`config.mk`:
```
export PLATFORM = sky130hd
export DESIGN_NAME = fixed_frame_receive_checker_top_flat
export DESIGN_NICKNAME = d
export VERILOG_FILES = /design/src/sv/ffrc_pkg.sv /design/src/sv/ffrc_in_if.sv /design/src/sv/ffrc_out_if.sv /design/src/sv/fixed_frame_receive_checker_top.sv /design/src/sv/ffrc_front.sv /design/src/sv/ffrc_fifo.sv /design/src/sv/ffrc_back.sv /design/src/flat_wrapper.sv
export SDC_FILE = /design/constraint.sdc
export NUM_CORES = 1
export LEC_CHECK = 0
export BUFFER_PORTS_ARGS = -buffer_cell sky130_fd_sc_hd__buf_2
export CAP_MARGIN = 20
export CORE_ASPECT_RATIO = 0.8
export CORE_MARGIN = 2
export CORE_UTILIZATION = 60
export CTS_CLUSTER_SIZE = 12
export DETAILED_ROUTE_END_ITERATION = 7
export GPL_ROUTABILITY_DRIVEN = 0
export PLACE_DENSITY = 0.82
export SYNTH_ARGS = -nofsm -noshare
export SYNTH_HDL_FRONTEND = slang
export SYNTH_SLANG_ARGS = --single-unit
```
`constraint.sdc`:
```
create_clock -name clk -period 17.55 [get_ports clk]
set_clock_uncertainty 0.15 [all_clocks]
set_input_delay 2.6325 -clock clk [delete_from_list [all_inputs] [get_ports clk]]
set_output_delay 2.6325 -clock clk [all_outputs]
set_load 0.05 [all_outputs]
```
`src/sv/ffrc_pkg.sv`:
```
// ----------------------------------------------------------------------------
// ffrc_pkg
// Types and constants shared by the frame receive checker modules.
// ----------------------------------------------------------------------------
package ffrc_pkg;

	localparam int FRAME_BYTES = 13;
	localparam int POS_W       = 4;

	// frame positions
	localparam logic [POS_W-1:0] POS_HUNT = POS_W'(0);
	localparam logic [POS_W-1:0] POS_LEN  = POS_W'(1);
	localparam logic [POS_W-1:0] POS_ID   = POS_W'(2);
	localparam logic [POS_W-1:0] POS_PAY0 = POS_W'(3);
	localparam logic [POS_W-1:0] POS_PAYN = POS_W'(10);
	localparam logic [POS_W-1:0] POS_SUM  = POS_W'(11);
	localparam logic [POS_W-1:0] POS_LAST = POS_W'(FRAME_BYTES - 1);

	// frame status codes
	localparam logic [1:0] ST_OK     = 2'd0;
	localparam logic [1:0] ST_BADEND = 2'd1;
	localparam logic [1:0] ST_BADSUM = 2'd2;

	// configuration register indexes
	localparam int CFG_IDX_W = 1;
	localparam logic [CFG_IDX_W-1:0] CFG_START = 1'd0;
	localparam logic [CFG_IDX_W-1:0] CFG_END   = 1'd1;

	localparam logic [7:0] START_BYTE_RST = 8'd2;
	localparam logic [7:0] END_BYTE_RST   = 8'd3;

	// what the back end does with a queued byte
	typedef enum logic [1:0] {
		KIND_ID,
		KIND_PAY,
		KIND_SUM,
		KIND_END
	} byte_kind_t;

	typedef struct packed {
		byte_kind_t kind;
		logic [7:0] data;
	} q_entry_t;

endpackage

```
`src/sv/ffrc_in_if.sv`:
```
// ----------------------------------------------------------------------------
// ffrc_in_if
// Received byte channel: valid/ready with one byte of payload.
// ----------------------------------------------------------------------------
interface ffrc_in_if;
	logic       valid;
	logic       ready;
	logic [7:0] rx_byte;

	modport source (output valid, output rx_byte, input ready);
	modport sink   (input valid, input rx_byte, output ready);
endinterface

```
`src/sv/ffrc_out_if.sv`:
```
// ----------------------------------------------------------------------------
// ffrc_out_if
// Frame result channel: status, ID and payload of one checked frame.
// ----------------------------------------------------------------------------
interface ffrc_out_if;
	logic        valid;
	logic        ready;
	logic [1:0]  frame_status;
	logic [7:0]  frame_id;
	logic [63:0] payload;

	modport source (output valid, output frame_status, output frame_id,
		output payload, input ready);
	modport sink   (input valid, input frame_status, input frame_id,
		input payload, output ready);
endinterface

```
`src/sv/fixed_frame_receive_checker_top.sv`:
```
// Each end byte passes through the byte queue before its result is registered,
// and it is held back while an earlier result still waits on the output.
// Throughput: one byte per cycle; the back end retires one queued byte per cycle.
// A full queue (QUEUE_DEPTH entries) or a stalled result holds off input.
// Reset: asynchronous, active low; clears position, queue and result valid,
// and sets the start byte to 2 and the end byte to 3.
// ----------------------------------------------------------------------------
// fixed_frame_receive_checker_top
// Checks fixed 13-byte start/end framed messages with an additive checksum.
// ----------------------------------------------------------------------------
module fixed_frame_receive_checker_top #(
	parameter int QUEUE_DEPTH = 4
) (
	input  logic                           clk,
	input  logic                           arst_n,
	ffrc_in_if.sink                        in_ch,
	ffrc_out_if.source                     out_ch,
	input  logic                           cfg_we,
	input  logic [ffrc_pkg::CFG_IDX_W-1:0] cfg_idx,
	input  logic [7:0]                     cfg_data
);
	import ffrc_pkg::*;

	logic [7:0] start_byte_q;
	logic [7:0] end_byte_q;

	logic     push;
	logic     pop;
	logic     q_full;
	logic     q_not_empty;
	q_entry_t push_entry;
	q_entry_t head;

	always_ff @(posedge clk or negedge arst_n) begin
		if (!arst_n) begin
			start_byte_q <= START_BYTE_RST;
			end_byte_q   <= END_BYTE_RST;
		end else if (cfg_we) begin
			unique case (cfg_idx)
				CFG_START: start_byte_q <= cfg_data;
				CFG_END:   end_byte_q   <= cfg_data;
				default: ;
			endcase
		end
	end

	ffrc_front u_front (
		.clk        (clk),
		.arst_n     (arst_n),
		.in_ch      (in_ch),
		.start_byte (start_byte_q),
		.q_full     (q_full),
		.push       (push),
		.push_entry (push_entry)
	);

	ffrc_fifo #(
		.DEPTH (QUEUE_DEPTH)
	) u_fifo (
		.clk        (clk),
		.arst_n     (arst_n),
		.push       (push),
		.push_entry (push_entry),
		.pop        (pop),
		.full       (q_full),
		.not_empty  (q_not_empty),
		.head       (head)
	);

	ffrc_back u_back (
		.clk         (clk),
		.arst_n      (arst_n),
		.q_not_empty (q_not_empty),
		.head        (head),
		.pop         (pop),
		.end_byte    (end_byte_q),
		.out_ch      (out_ch)
	);

endmodule

```
`src/sv/ffrc_front.sv`:
```
// ----------------------------------------------------------------------------
// ffrc_front
// Hunts for the start byte, tracks frame position and tags frame bytes.
// ----------------------------------------------------------------------------
module ffrc_front (
	input  logic              clk,
	input  logic              arst_n,
	ffrc_in_if.sink           in_ch,
	input  logic [7:0]        start_byte,
	input  logic              q_full,
	output logic              push,
	output ffrc_pkg::q_entry_t push_entry
);
	import ffrc_pkg::*;

	logic [POS_W-1:0] pos_q;
	logic             accept;

	assign in_ch.ready = !q_full;
	assign accept      = in_ch.valid && !q_full;

	// hunt and length bytes are consumed here and never queued
	assign push = accept && (pos_q >= POS_ID);

	always_comb begin
		push_entry.data = in_ch.rx_byte;
		priority if (pos_q == POS_ID) begin
			push_entry.kind = KIND_ID;
		end else if (pos_q <= POS_PAYN) begin
			push_entry.kind = KIND_PAY;
		end else if (pos_q == POS_SUM) begin
			push_entry.kind = KIND_SUM;
		end else begin
			push_entry.kind = KIND_END;
		end
	end

	always_ff @(posedge clk or negedge arst_n) begin
		if (!arst_n) begin
			pos_q <= POS_HUNT;
		end else if (accept) begin
			priority if (pos_q == POS_HUNT) begin
				if (in_ch.rx_byte == start_byte) begin
					pos_q <= POS_LEN;
				end
			end else if (pos_q >= POS_LAST) begin
				pos_q <= POS_HUNT;
			end else begin
				pos_q <= pos_q + POS_W'(1);
			end
		end
	end

endmodule

```
`src/sv/ffrc_fifo.sv`:
```
// ----------------------------------------------------------------------------
// ffrc_fifo
// Short queue of tagged frame bytes between front and back end.
// ----------------------------------------------------------------------------
module ffrc_fifo #(
	parameter int DEPTH = 4
) (
	input  logic               clk,
	input  logic               arst_n,
	input  logic               push,
	input  ffrc_pkg::q_entry_t push_entry,
	input  logic               pop,
	output logic               full,
	output logic               not_empty,
	output ffrc_pkg::q_entry_t head
);
	import ffrc_pkg::*;

	localparam int PTR_W = (DEPTH > 1) ? $clog2(DEPTH) : 1;
	localparam int CNT_W = $clog2(DEPTH + 1);

	q_entry_t         mem_q [DEPTH];
	logic [PTR_W-1:0] wr_ptr_q;
	logic [PTR_W-1:0] rd_ptr_q;
	logic [CNT_W-1:0] count_q;

	assign full      = (count_q == CNT_W'(DEPTH));
	assign not_empty = (count_q != '0);
	assign head      = mem_q[rd_ptr_q];

	function automatic logic [PTR_W-1:0] ptr_next(input logic [PTR_W-1:0] p);
		if (p == PTR_W'(DEPTH - 1)) begin
			return '0;
		end
		return p + PTR_W'(1);
	endfunction

	always_ff @(posedge clk) begin
		if (push) begin
			mem_q[wr_ptr_q] <= push_entry;
		end
	end

	always_ff @(posedge clk or negedge arst_n) begin
		if (!arst_n) begin
			wr_ptr_q <= '0;
			rd_ptr_q <= '0;
			count_q  <= '0;
		end else begin
			if (push) begin
				wr_ptr_q <= ptr_next(wr_ptr_q);
			end
			if (pop) begin
				rd_ptr_q <= ptr_next(rd_ptr_q);
			end
			unique case ({push, pop})
				2'b10:   count_q <= count_q + CNT_W'(1);
				2'b01:   count_q <= count_q - CNT_W'(1);
				default: count_q <= count_q;
			endcase
		end
	end

endmodule

```
`src/sv/ffrc_back.sv`:
```
// ----------------------------------------------------------------------------
// ffrc_back
// Accumulates checksum, ID and payload and registers the frame result.
// ----------------------------------------------------------------------------
module ffrc_back (
	input  logic               clk,
	input  logic               arst_n,
	input  logic               q_not_empty,
	input  ffrc_pkg::q_entry_t head,
	output logic               pop,
	input  logic [7:0]         end_byte,
	ffrc_out_if.source         out_ch
);
	import ffrc_pkg::*;

	logic [7:0]  sum_q;
	logic [7:0]  id_q;
	logic [63:0] pay_q;
	logic [7:0]  rx_sum_q;

	logic        out_valid_q;
	logic [1:0]  out_status_q;
	logic [7:0]  out_id_q;
	logic [63:0] out_pay_q;

	logic        out_free;
	logic [1:0]  status;

	assign out_free = !out_valid_q || out_ch.ready;
	// only the end byte needs room in the output register
	assign pop = q_not_empty && ((head.kind != KIND_END) || out_free);

	always_comb begin
		priority if (head.data != end_byte) begin
			status = ST_BADEND;
		end else if (rx_sum_q != sum_q) begin
			status = ST_BADSUM;
		end else begin
			status = ST_OK;
		end
	end

	always_ff @(posedge clk) begin
		if (pop) begin
			unique case (head.kind)
				KIND_ID: begin
					sum_q <= head.data;
					id_q  <= head.data;
				end
				KIND_PAY: begin
					sum_q <= sum_q + head.data;
					pay_q <= {head.data, pay_q[63:8]};
				end
				KIND_SUM: begin
					rx_sum_q <= head.data;
				end
				KIND_END: begin
					out_status_q <= status;
					out_id_q     <= id_q;
					out_pay_q    <= pay_q;
				end
				default: ;
			endcase
		end
	end

	always_ff @(posedge clk or negedge arst_n) begin
		if (!arst_n) begin
			out_valid_q <= 1'b0;
		end else if (pop && (head.kind == KIND_END)) begin
			out_valid_q <= 1'b1;
		end else if (out_ch.ready) begin
			out_valid_q <= 1'b0;
		end
	end

	assign out_ch.valid        = out_valid_q;
	assign out_ch.frame_status = out_status_q;
	assign out_ch.frame_id     = out_id_q;
	assign out_ch.payload      = out_pay_q;

endmodule

```
`src/flat_wrapper.sv`:
```
// flat-port wrapper written by rule: the top's interface ports become plain ports
module fixed_frame_receive_checker_top_flat import ffrc_pkg::*;
#(
	parameter int QUEUE_DEPTH = 4
)
  (clk, arst_n, cfg_we, cfg_idx, cfg_data, in_ch_valid, in_ch_rx_byte, in_ch_ready, out_ch_valid, out_ch_frame_status, out_ch_frame_id, out_ch_payload, out_ch_ready);
  ffrc_in_if in_ch_i ();
  ffrc_out_if out_ch_i ();
  input  logic clk;
  input  logic arst_n;
  input  logic cfg_we;
  input  logic [ffrc_pkg::CFG_IDX_W-1:0] cfg_idx;
  input  logic [7:0] cfg_data;
  input wire logic [$bits(in_ch_i.valid)-1:0] in_ch_valid;
  input wire logic [$bits(in_ch_i.rx_byte)-1:0] in_ch_rx_byte;
  output wire logic [$bits(in_ch_i.ready)-1:0] in_ch_ready;
  output wire logic [$bits(out_ch_i.valid)-1:0] out_ch_valid;
  output wire logic [$bits(out_ch_i.frame_status)-1:0] out_ch_frame_status;
  output wire logic [$bits(out_ch_i.frame_id)-1:0] out_ch_frame_id;
  output wire logic [$bits(out_ch_i.payload)-1:0] out_ch_payload;
  input wire logic [$bits(out_ch_i.ready)-1:0] out_ch_ready;
  assign in_ch_i.valid = in_ch_valid;
  assign in_ch_i.rx_byte = in_ch_rx_byte;
  assign in_ch_ready = in_ch_i.ready;
  assign out_ch_valid = out_ch_i.valid;
  assign out_ch_frame_status = out_ch_i.frame_status;
  assign out_ch_frame_id = out_ch_i.frame_id;
  assign out_ch_payload = out_ch_i.payload;
  assign out_ch_i.ready = out_ch_ready;
  fixed_frame_receive_checker_top #(.QUEUE_DEPTH(QUEUE_DEPTH)) u_core (.clk(clk), .arst_n(arst_n), .in_ch(in_ch_i), .out_ch(out_ch_i), .cfg_we(cfg_we), .cfg_idx(cfg_idx), .cfg_data(cfg_data));
endmodule
```
==> impl_results.md <==
* Final hold vios at 0
* Min Tclk post-route at 4.213 ns
* Synth Instances at 417
* Root Buffer Master: clkbuf_16
* Io pins at 98
* Relative slew margins at 0.3289
* Arrival @ worst endpoint at 1.43 ns
* Hold Buf Count CTS at 0
* Syn Nets at 456
* Post-DRT Antenna Nets at 0
* Tcrit/Tclk final at 0.2401
* Clock latency on the worst-skew pair at 0.51 ns
* Crit Path Class: register to output pin
* Ys Warns at 0
* CP peak stage delay at 0.39 ns
* Area leader, netlist: edfxtp_1
* Worst-Margin Slew at 0.9989 ns
* Antenna diodes at 0
* Hold WC Path Type: register to register
* Tot GR Track Use at 0.2120
* Worst-path maximum fanout at 3
* Crit-path slowest cell: dfrtp_1
* Synth Register Bits at 230
* Synth cell count leaders: 202 x edfxtp_1, 28 x xor2_1, 25 x dfrtp_1
* Global-route wire length before repair at 22.98 mm
* Register area share after synthesis at 0.8147
* WL final at 15.26 mm
* Synth unique cells at 37
* Die Y at 109.3 microns
* Routed via count at 4092
* Fraction of layout cells with a size suffix above 1 at 0.2936
* Post-synth EDFFs at 202
* Area Growth Syn to Fin at 16.23%
* Via/cell ratio at 5.644
* Wirelength per Cell at 21.05 microns
* Final max-slew violation count at 0
* Fin Setup TNS at 0 ns
* Asr flop ratio synth at 0.1217
* Syn Std Cell Area at 8310 sq um
* Most frequent cell after synthesis: edfxtp_1
* Die Wd at 135.6 microns
* Critical Path RT at 14.77 ns
* Syn_area_per_cell at 19.93 sq um
* Grt ovf at 0
* IO Port Bufs at 97
* Core ar. at 13550 sq um
* Gates resized, CTS repair at 0
* DRC viols at 0
* Max frequency at 237.4 MHz
* Element type at the critical path end: output pin
* Clock transition at path regs at 0.06 ns
* Initial antenna violation count at 1
* Starting Density at 0.6133
* Drt first pass iters at 4
* Vias in the first global route at 4145
* Cell Chain, Critical Path: inv_1, nand3_1, buf_2
* RSZ-0062 raised after global routing: false
* CTS tree: yes
* CTS H-tree lvls at 1
* Area contributors post-synth: edfxtp_1 73%, dfrtp_1 7.5%, xor2_1 3.0%
* Iter 0 DRT Violations at 239
* Largest net degree at the start of global routing at 75
* Row count at 38
* Status: finished, final reports clean
* Post-CTS setup buffers at 0
* Die area at 14810 sq um
* Setup violations, final at 0
* Yosys top cell area share at 0.7299
* Hpwl dp at 9.229 mm
* Max-cap viol count at 0
* CTS Buffer Depth at 3
* Startpoint Class: register
* CTS Buf Count at 23
* CTS sink count at 230
* Layout net count at 576
* Top_reg_cell synth: edfxtp_1
==> metal layers <==
layer	GRT usage	vias up	wire [microns]
met5	0	-	7
li1	-	1830	-
met4	0.07440	2	390
met2	0.3438	180	7498
met1	0.2905	2046	6292
met3	0.04649	34	1069
==> critical path, delay by kind of cell, from the launching register on <==
family	cells	cell delay [ns]
and+or+nand+nor	1	0.16
buffers and inverters	2	0.38
DFF	1	0.39
==> sequential cells by signal, summed over array words and instances, names as in the netlist, 4 cells and up <==
name                           flops
u_core.u_back.rx_sum_q             8
u_core.u_back.sum_q                8
u_core.u_fifo.mem_q               40
u_core.start_byte_q                8
u_core.u_back.out_ch.payload      64
u_core.end_byte_q                  8
u_core.u_front.pos_q               4
u_core.u_back.out_ch.frame_id      8
u_core.u_back.pay_q               64
u_core.u_back.id_q                 8
==> stage by stage <==
stage	setup WS [ns]	util	cell area [sq um]	hold WS, ns	std cells
finish	13.34	0.7128	9659	0.2688	725
global route	13.22	0.7128	9659	0.2748	725
CTS	13.33	0.7125	9654	0.2691	724
detailed placement	13.08	0.6658	9022	0.2552	691
global placement	13.19	0.6655	9017	0.2513	690
floorplan	8.993	-	8310	0.2503	417
==> cell families after synthesis <==
logic type,share of synthesized area
buf+inv,0.009635
compound gates,0.02469
fa+ha+maj,0.02740
mux,0.05736
simple gates,0.03357
xor+xnor,0.03267
flops,0.8147
==> cell type report <==
type                    instances  area, sq um
clock inverters                 3        30.03
clock buffers                  30        601.8
inverters                      13        48.80
multi-input cells             168         1473
repair buffers                101        510.5
fillers                       816         3891
well taps                     180        225.2
flip-flops and latches        230         6770
==> cell usage in the layout, fill, tap and decap left out, types with 3 or more instances in the layout <==
cell and count:
dfrtp_1 25, mux2_2 21, nor2_1 9, clkbuf_16 23
a21o_1 3, mux4_1 4, edfxtp_1 202, nand2_1 17
buf_2 99, nor2b_1 3, and2_1 4, clkbuf_1 7
dfstp_2 3, nand3_1 3, nor4_1 6, xnor2_1 3
o21a_1 3, ha_1 15, a21oi_1 5, mux4_2 6
nor3_1 6, inv_1 13, xor2_1 28, o21ai_0 12
==> final timing paths <==
path                                                start                                to  slack, ns  depth (start not counted)
min in group asynchronous                          arst_n          u_core.u_fifo.count_q[2]       2.00                          1
worst min register to register      u_core.u_back.id_q[3]  u_core.u_back.out_ch.frame_id[3]       0.27                          0
worst max register to register  u_core.u_fifo.rd_ptr_q[0]            u_core.u_back.sum_q[6]      14.10                          9
max in group asynchronous                          arst_n              u_core.end_byte_q[6]      14.85                          1
worst min-delay path                u_core.u_back.id_q[3]  u_core.u_back.out_ch.frame_id[3]       0.27                          0
worst max-delay path             u_core.u_fifo.count_q[0]                       in_ch_ready      13.34                          3
Power is not shown: default switching activity piles up to over one toggle a cycle in this logic, so the estimate is an artifact.
